--- config.mk ---
export PLATFORM = sky130hd
export DESIGN_NAME = lcg48_random_generator_core
export DESIGN_NICKNAME = d
export VERILOG_FILES = /design/src/rtl/lcg48_pkg.sv /design/src/rtl/lcg48_stepper.sv /design/src/rtl/lcg48_random_generator_core.sv
export SDC_FILE = /design/constraint.sdc
export NUM_CORES = 2
export LEC_CHECK = 0
export ABC_AREA = 1
export BUFFER_PORTS_ARGS = -buffer_cell sky130_fd_sc_hd__buf_2
export CORE_UTILIZATION = 35
export DETAILED_ROUTE_END_ITERATION = 12
export PLACE_DENSITY = 0.53
export SLEW_MARGIN = 0
export SYNTH_ARGS = -nofsm -noshare
export SYNTH_HDL_FRONTEND = slang
export SYNTH_SLANG_ARGS = --single-unit
--- constraint.sdc ---
create_clock -name clock -period 10.1 [get_ports clock]
set_input_delay 1.01 -clock clock [delete_from_list [all_inputs] [get_ports clock]]
set_output_delay 1.01 -clock clock [all_outputs]
set_load 0.05 [all_outputs]
--- src/rtl/lcg48_pkg.sv ---
// Shared types and constants for the 48-bit linear congruential generator.
// No dependencies; used by lcg48_stepper and lcg48_random_generator_core.
package lcg48_pkg;

   localparam int StateWidth = 48;
   localparam int MulWidth   = 35;

   // Scrambling multiplier and increment of the recurrence.
   localparam logic [MulWidth-1:0]   LcgMul = {15'h5DEE, 20'hCE66D};
   localparam logic [StateWidth-1:0] LcgAdd = 48'hB;

   // Request function codes.
   localparam logic [2:0] FuncBits  = 3'd0;
   localparam logic [2:0] FuncBound = 3'd1;
   localparam logic [2:0] FuncFrac  = 3'd2;
   localparam logic [2:0] FuncBool  = 3'd3;
   localparam logic [2:0] FuncBytes = 3'd4;

   typedef struct packed {
      logic [2:0]         func;
      logic [5:0]         bit_count;
      logic signed [31:0] bound;
      logic [6:0]         byte_count;
   } req_type;

   typedef struct packed {
      logic [52:0] value;
      logic        last;
   } rsp_type;

endpackage

--- src/rtl/lcg48_stepper.sv ---
// One advance of the 48-bit recurrence, computed in three 16-bit chunk steps with a
// single 16 x 35 multiply-accumulate unit. Depends on lcg48_pkg.
module lcg48_stepper (
   input  logic                                clock,
   input  logic                                reset,
   input  logic                                start,
   input  logic [lcg48_pkg::StateWidth-1:0]    state,
   output logic                                done,
   output logic [lcg48_pkg::StateWidth-1:0]    next_state
);

   logic [lcg48_pkg::StateWidth-1:0] src_ff, src_in;
   logic [lcg48_pkg::StateWidth-1:0] acc_ff, acc_in;
   logic [1:0]                       idx_ff, idx_in;
   logic                             busy_ff, busy_in;
   logic                             done_ff, done_in;

   logic [15:0]                      chunk;
   logic [50:0]                      prod;
   logic [lcg48_pkg::StateWidth-1:0] term;

   always_comb begin
      unique case (idx_ff)
         2'd0:    chunk = src_ff[15:0];
         2'd1:    chunk = src_ff[31:16];
         default: chunk = src_ff[47:32];
      endcase
      prod = 51'(chunk) * 51'(lcg48_pkg::LcgMul);
      unique case (idx_ff)
         2'd0:    term = prod[47:0];
         2'd1:    term = {prod[31:0], 16'h0};
         default: term = {prod[15:0], 32'h0};
      endcase
   end

   always_comb begin
      src_in  = src_ff;
      acc_in  = acc_ff;
      idx_in  = idx_ff;
      busy_in = busy_ff;
      done_in = 1'b0;
      if (start) begin
         src_in  = state;
         acc_in  = lcg48_pkg::LcgAdd;
         idx_in  = 2'd0;
         busy_in = 1'b1;
      end else if (busy_ff) begin
         acc_in = acc_ff + term;
         idx_in = idx_ff + 2'd1;
         if (idx_ff == 2'd2) begin
            busy_in = 1'b0;
            done_in = 1'b1;
         end
      end
   end

   always_ff @(posedge clock) begin
      if (reset) begin
         busy_ff <= 1'b0;
         done_ff <= 1'b0;
         idx_ff  <= 2'd0;
      end else begin
         busy_ff <= busy_in;
         done_ff <= done_in;
         idx_ff  <= idx_in;
      end
      src_ff <= src_in;
      acc_ff <= acc_in;
   end

   assign done       = done_ff;
   assign next_state = acc_ff;

endmodule

--- src/rtl/lcg48_random_generator_core.sv ---
// Top level of the 48-bit linear congruential random generator; uses lcg48_pkg, lcg48_stepper.
// A state advance runs in lcg48_stepper. Bit, boolean and power-of-two bound beats use it
// directly, a fraction draws again for its low bits, a non-positive bound skips the draw, and
// other bounds run a 31-step serial remainder per draw, redrawing on rejection. Byte runs cost
// one advance per four bytes, then a beat per cycle while unstalled; one request at a time, the
// next accepted after the last beat. Synchronous reset loads the scrambled zero seed.
module lcg48_random_generator_core #(
   parameter int MAX_BYTES = 64
) (
   input  logic                 clock,
   input  logic                 reset,
   input  logic                 req_valid,
   output logic                 req_stall,
   input  lcg48_pkg::req_type   req_payload,
   output logic                 rsp_valid,
   input  logic                 rsp_stall,
   output lcg48_pkg::rsp_type   rsp_payload,
   input  logic                 csr_write_enable,
   input  logic [47:0]          csr_write_data
);

   localparam logic [6:0] MaxBytesW = 7'(MAX_BYTES);

   // The sequencer: one advance at a time, then use of the drawn bits,
   // the serial remainder with its rejection check, and beat delivery.
   typedef enum logic [5:0] {
      ST_IDLE  = 6'b000001,
      ST_STEP  = 6'b000010,
      ST_USE   = 6'b000100,
      ST_DIV   = 6'b001000,
      ST_CHECK = 6'b010000,
      ST_EMIT  = 6'b100000
   } fsm_type;

   fsm_type     fsm_ff, fsm_in;

   logic [47:0] state_ff, state_in;
   logic [2:0]  func_ff, func_in;
   logic [5:0]  bits_ff, bits_in;
   logic [31:0] bound_ff, bound_in;
   logic        pow2_ff, pow2_in;
   logic [6:0]  cnt_ff, cnt_in;
   logic [6:0]  idx_ff, idx_in;
   logic        phase_ff, phase_in;
   logic [31:0] word_ff, word_in;
   logic [52:0] pend_ff, pend_in;
   logic [30:0] rem_ff, rem_in;
   logic [4:0]  div_cnt_ff, div_cnt_in;
   logic        wait_ff, wait_in;
   logic        rsp_valid_ff, rsp_valid_in;
   lcg48_pkg::rsp_type rsp_ff, rsp_in;

   logic        step_start;
   logic        step_done;
   logic [47:0] step_next;

   lcg48_stepper u_stepper (
      .clock      (clock),
      .reset      (reset),
      .start      (step_start),
      .state      (state_ff),
      .done       (step_done),
      .next_state (step_next)
   );

   // Top k bits of the state; zero width gives zero, widths above 32 act as 32.
   function automatic logic [31:0] top_bits(input logic [47:0] s, input logic [5:0] k);
      logic [5:0] kk;
      logic [47:0] sh;
      kk = (k > 6'd32) ? 6'd32 : k;
      sh = s >> (6'd48 - kk);
      return (k == 6'd0) ? 32'h0 : sh[31:0];
   endfunction

   logic [30:0] draw31;
   logic [62:0] pow2_prod;
   logic [31:0] div_trial;
   logic [31:0] div_diff;
   logic [5:0]  bit_sel;
   logic [31:0] reject_sum;
   logic        slot_free;
   logic        emit_last;
   logic        req_accept;

   assign draw31     = state_ff[47:17];
   assign pow2_prod  = 63'(bound_ff) * 63'(draw31);
   assign bit_sel    = 6'd17 + {1'b0, div_cnt_ff};
   assign div_trial  = {rem_ff, state_ff[bit_sel]};
   assign div_diff   = div_trial - bound_ff;
   // The draw is refused when draw - rem + (bound - 1) wraps negative.
   assign reject_sum = {1'b0, draw31} - {1'b0, rem_ff} + (bound_ff - 32'd1);
   assign slot_free  = !rsp_valid_ff || !rsp_stall;
   assign emit_last  = (func_ff != lcg48_pkg::FuncBytes) || (idx_ff + 7'd1 == cnt_ff);
   assign req_accept = req_valid && (fsm_ff == ST_IDLE);
   assign step_start = (fsm_ff == ST_STEP) && !wait_ff;

   always_comb begin
      fsm_in       = fsm_ff;
      state_in     = state_ff;
      func_in      = func_ff;
      bits_in      = bits_ff;
      bound_in     = bound_ff;
      pow2_in      = pow2_ff;
      cnt_in       = cnt_ff;
      idx_in       = idx_ff;
      phase_in     = phase_ff;
      word_in      = word_ff;
      pend_in      = pend_ff;
      rem_in       = rem_ff;
      div_cnt_in   = div_cnt_ff;
      wait_in      = wait_ff;
      rsp_in       = rsp_ff;
      rsp_valid_in = rsp_valid_ff && rsp_stall;

      unique case (fsm_ff)
         ST_IDLE: begin
            if (req_accept) begin
               func_in  = req_payload.func;
               bits_in  = req_payload.bit_count;
               bound_in = req_payload.bound;
               pow2_in  = (req_payload.bound & (req_payload.bound - 32'sd1)) == 32'sd0;
               cnt_in   = (req_payload.byte_count > MaxBytesW) ? MaxBytesW
                                                             : req_payload.byte_count;
               idx_in   = 7'd0;
               phase_in = 1'b0;
               priority if (req_payload.func > lcg48_pkg::FuncBytes) begin
                  fsm_in = ST_IDLE;
               end else if (req_payload.func == lcg48_pkg::FuncBound &&
                            (req_payload.bound[31] || req_payload.bound == 32'sd0)) begin
                  // A non-positive bound answers zero without drawing.
                  pend_in = 53'h0;
                  fsm_in  = ST_EMIT;
               end else if (req_payload.func == lcg48_pkg::FuncBytes &&
                            req_payload.byte_count == 7'd0) begin
                  fsm_in = ST_IDLE;
               end else begin
                  fsm_in = ST_STEP;
               end
            end
         end
         ST_STEP: begin
            wait_in = 1'b1;
            if (step_done) begin
               state_in = step_next;
               wait_in  = 1'b0;
               fsm_in   = ST_USE;
            end
         end
         ST_USE: begin
            unique case (func_ff)
               lcg48_pkg::FuncBits: begin
                  pend_in = 53'(top_bits(state_ff, bits_ff));
                  fsm_in  = ST_EMIT;
               end
               lcg48_pkg::FuncBound: begin
                  if (pow2_ff) begin
                     pend_in = 53'(pow2_prod[62:31]);
                     fsm_in  = ST_EMIT;
                  end else begin
                     rem_in     = 31'h0;
                     div_cnt_in = 5'd30;
                     fsm_in     = ST_DIV;
                  end
               end
               lcg48_pkg::FuncFrac: begin
                  if (!phase_ff) begin
                     pend_in  = {state_ff[47:22], 27'h0};
                     phase_in = 1'b1;
                     fsm_in   = ST_STEP;
                  end else begin
                     pend_in = {pend_ff[52:27], state_ff[47:21]};
                     fsm_in  = ST_EMIT;
                  end
               end
               lcg48_pkg::FuncBool: begin
                  pend_in = 53'(state_ff[47]);
                  fsm_in  = ST_EMIT;
               end
               default: begin
                  word_in = state_ff[47:16];
                  fsm_in  = ST_EMIT;
               end
            endcase
         end
         ST_DIV: begin
            // One restoring remainder step per cycle, draw bits high first.
            rem_in     = div_diff[31] ? div_trial[30:0] : div_diff[30:0];
            div_cnt_in = div_cnt_ff - 5'd1;
            if (div_cnt_ff == 5'd0) begin
               fsm_in = ST_CHECK;
            end
         end
         ST_CHECK: begin
            if (reject_sum[31]) begin
               fsm_in = ST_STEP;
            end else begin
               pend_in = 53'(rem_ff);
               fsm_in  = ST_EMIT;
            end
         end
         default: begin
            if (slot_free) begin
               rsp_valid_in = 1'b1;
               rsp_in.last  = emit_last;
               rsp_in.value = (func_ff == lcg48_pkg::FuncBytes) ? 53'(word_ff[7:0]) : pend_ff;
               word_in      = word_ff >> 8;
               idx_in       = idx_ff + 7'd1;
               priority if (emit_last) begin
                  fsm_in = ST_IDLE;
               end else if (idx_ff[1:0] == 2'd3) begin
                  fsm_in = ST_STEP;
               end else begin
                  fsm_in = ST_EMIT;
               end
            end
         end
      endcase

      // A seed write reloads the state; the user must send it only while the block idles (not enforced).
      if (csr_write_enable) begin
         state_in = csr_write_data ^ 48'(lcg48_pkg::LcgMul);
      end
   end

   always_ff @(posedge clock) begin
      if (reset) begin
         fsm_ff       <= ST_IDLE;
         state_ff     <= 48'(lcg48_pkg::LcgMul);
         wait_ff      <= 1'b0;
         rsp_valid_ff <= 1'b0;
      end else begin
         fsm_ff       <= fsm_in;
         state_ff     <= state_in;
         wait_ff      <= wait_in;
         rsp_valid_ff <= rsp_valid_in;
      end
      func_ff    <= func_in;
      bits_ff    <= bits_in;
      bound_ff   <= bound_in;
      pow2_ff    <= pow2_in;
      cnt_ff     <= cnt_in;
      idx_ff     <= idx_in;
      phase_ff   <= phase_in;
      word_ff    <= word_in;
      pend_ff    <= pend_in;
      rem_ff     <= rem_in;
      div_cnt_ff <= div_cnt_in;
      rsp_ff     <= rsp_in;
   end

   assign req_stall   = (fsm_ff != ST_IDLE);
   assign rsp_valid   = rsp_valid_ff;
   assign rsp_payload = rsp_ff;

endmodule

==> results.md <==
* Status: completed
* Die Ht at 447.2 µm
* Met1 global-route usage at 0.3409
* Top post-synthesis cells by area: fa_1 32%, edfxtp_1 12%, nand2_1 12%
* Detailed Route Iter0 Violations at 4749
* Async S/R FF share, synth at 0
* Prevailing post-synth register cell: edfxtp_1
* Worst path required time at 10650 ps
* Final count of negative-setup-slack endpoints at 0
* Ys Warns at 0
* Most frequent cell after synthesis: nand2_1
* Final worst path period need at 9515 ps
* ANT nets after route at 0
* Register-to-register setup slack at 590 ps
* WL per Instance at 23.00 µm
* Mapped Cells at 9016
* Fin. Hold Viols at 0
* Starting Density at 0.3518
* Post-DP HPWL at 220.4 mm
* FF+latch count, synth at 388
* Setup TNS at 0 ps
* Cell area after layout at 75080 µm²
* Worst hold path class: reg -> reg
* Largest net degree at the start of global routing at 100
* Post-synth EDFFs at 280
* Longest Clk Path Bufs at 3
* Number of global-route vias before repair at 62200
* Worst skew pair latency at 680 ps
* Worst Hold Depth at 0
* Worst path slowest cell: fa_1
* Drt drc at 0
* Min-Delay Endpoint: u_stepper.src_ff[14]$_DFFE_PP_
* Worst R2R End: u_stepper.next_state[47]$_SDFFE_PP0P_
* Via Count at 59550
* First-pass GRT wire length at 401.1 mm
* Die width at 447.2 µm
* CP Data Arrival Time at 10060 ps
* Area growth, synth to finish at 8.229%
* Initial DRT Pass Iterations at 8
* Fmax at 0.1051 GHz
* CTS tree: done
* Setup crit end kind: flop
* IO Port Bufs at 156
* Number of distinct library cells after synthesis at 60
* Sequential area share after synthesis at 0.1524
* Critical path class: reg -> reg
* Proportion of layout cells with a drive suffix above 1 at 0.05354
* Slew headroom at 0.08419
* Max H-tree Level at 2
* Core area at 197200 µm²
* GRT Resource Usage Total at 0.2711
* Crit start category: flop
* Min-delay src: state_ff[14]$_SDFFE_PP1P_
* M3 GR Usage at 0.02933
* Util after Layout at 0.3807
* CTS Buf Count at 47
* GR met2 Demand/Resource at 0.4692
* Reg2Reg Depth at 38
* Top cell type's share of synthesized area at 0.3238
* Slew @ Worst Pin at 1374 ps
* Reg clk slew, reported paths at 70 ps
* Post-DP Area at 73430 µm²
* Max Transition Viols Final at 0
* Max-Cap Viols at 0
* Crit-path most repeated cell: nor2_1
* GRT Max-Usage Layer: met2
* Initial antenna violation count at 2
* Syn nets at 10770
* Setup bufs post-CTS at 0
* Critical path's largest stage delay at 720 ps
* Mapped Area at 69380 µm²
* Site Rows at 163
* Total grt overflow at 0
* Io pins at 157
* RSZ-0062 raised after global routing: false
* Non-Filler Instances at 11700
* Period utilisation layout at 0.9420
* Avg Cell Area, Syn at 7.695 µm²
* Worst clock skew at 40.75 ps
* Worst reg2reg startpoint: u_stepper.idx_ff[0]$_SDFFE_PP0P_
* Via-to-Cell Ratio at 5.089
* Synth cell count leaders: 2144 x nand2_1, 2121 x inv_1, 1122 x fa_1
* Num Clock Sinks at 388
* GP Congestion at 0.9986
* Nets at 10770
* Highest net fanout along the worst path at 14
* Largest area contributor in the netlist: fa_1
* Clock Tree Root: clkbuf_16
* Post-Route WL at 269.1 mm
* Die area at 200000 µm²
* Placed Cells at 11610
kinds of logic (layout without fill, tap and decap cells):
kind of cell | Yosys count | after routing | share of synthesized area
compound gates | 1197 | 1197 | 0.09607
flops | 388 | 388 | 0.1524
fa+ha+maj | 1653 | 1653 | 0.4195
mux | 10 | 10 | 0.001443
buf+inv | 2501 | 2543 | 0.1360
xor+xnor | 108 | 108 | 0.01374
other cells | 0 | 3 | 0
simple gates | 3159 | 3159 | 0.1808
per-layer routing:
metal | vias up | share of wire
met5 | - | 0
met4 | 0 | 0.049
met3 | 465 | 0.052
met2 | 1959 | 0.49
met1 | 29790 | 0.41
li1 | 27340 | -
how the worst max path moves through the flow:
stage                                     startpoint                                     to  slack [ps]
floorplan           u_stepper.idx_ff[0]$_SDFFE_PP0P_  u_stepper.next_state[41]$_SDFFE_PP0P_        1950
global route        u_stepper.idx_ff[0]$_SDFFE_PP0P_  u_stepper.next_state[47]$_SDFFE_PP0P_         100
detailed placement  u_stepper.idx_ff[0]$_SDFFE_PP0P_  u_stepper.next_state[46]$_SDFFE_PP0P_         630
finish              u_stepper.idx_ff[0]$_SDFFE_PP0P_  u_stepper.next_state[47]$_SDFFE_PP0P_         590
CTS                 u_stepper.idx_ff[0]$_SDFFE_PP0P_  u_stepper.next_state[47]$_SDFFE_PP0P_         640
global placement    u_stepper.idx_ff[0]$_SDFFE_PP0P_  u_stepper.next_state[47]$_SDFFE_PP0P_         660
final cells by class:
class / instances / area, µm²
antenna: 3 / 7.507
tap: 2640 / 3303
fill: 20750 / 122100
timing repair buffer: 323 / 2072
multi-input combinational: 6127 / 49450
clock buffer: 59 / 1251
sequential: 388 / 10610
inverter: 2132 / 8003
clock inverter: 29 / 391.6
sequential cells by signal, indices dropped and copies added, names as in the netlist, 31 cells and up:
signal and cells:
bound_ff 32, pend_ff 53, rem_ff 31, rsp_payload 54
state_ff 48, u_stepper.next_state 48, u_stepper.src_ff 48, word_ff 32
per-stage QoR:
step           worst slack [ps]  hold slack [ps]
2_1_floorplan              1955            402.9
3_3_place_gp              660.8            469.9
3_5_place_dp              632.2            453.6
4_1_cts                   639.3            433.7
5_1_grt                   102.7            473.5
6_report                  585.5            439.5
layout by cell type, fill, tap and decap left out, types with 10 or more instances in the layout:
master	synthesis	layout
nand2_1	2144	2144
inv_1	2121	2120
fa_1	1122	1122
nor2_1	619	614
ha_1	531	531
o21ai_0	503	502
a21oi_1	418	416
edfxtp_1	280	280
nand3_1	229	229
buf_4	6	164
buf_2	20	156
dfxtp_1	108	77
xor2_1	73	72
nor3_1	64	63
clkbuf_16	0	47
a31oi_1	46	46
o21bai_1	42	42
o211ai_1	37	37
xnor2_1	34	34
a21o_1	34	34
nand4_1	31	31
dfxtp_2	0	31
o21a_1	24	24
a21boi_0	21	21
nor4_1	19	19
or2_2	16	16
o22ai_1	14	14
nand3b_1	12	12
a221o_1	11	11
mux2i_1	10	10
worst max-delay path: cells and delay by family (launching register included):
kind / cells / cell delay [ps]
and+or+nand+nor: 15 / 1840
AOI/OAI and AO/OA: 7 / 1920
buffers and inverters: 7 / 840
DFF: 1 / 360
adders and majority gates: 9 / 4450
what timing repair did:
item,CTS,global route
endpoints found under the setup margin,0,6
hold buffers,0,0
gates resized for setup,0,1
Power is not shown: default switching activity piles up to over one toggle a cycle in this logic, so the estimate is an artifact.
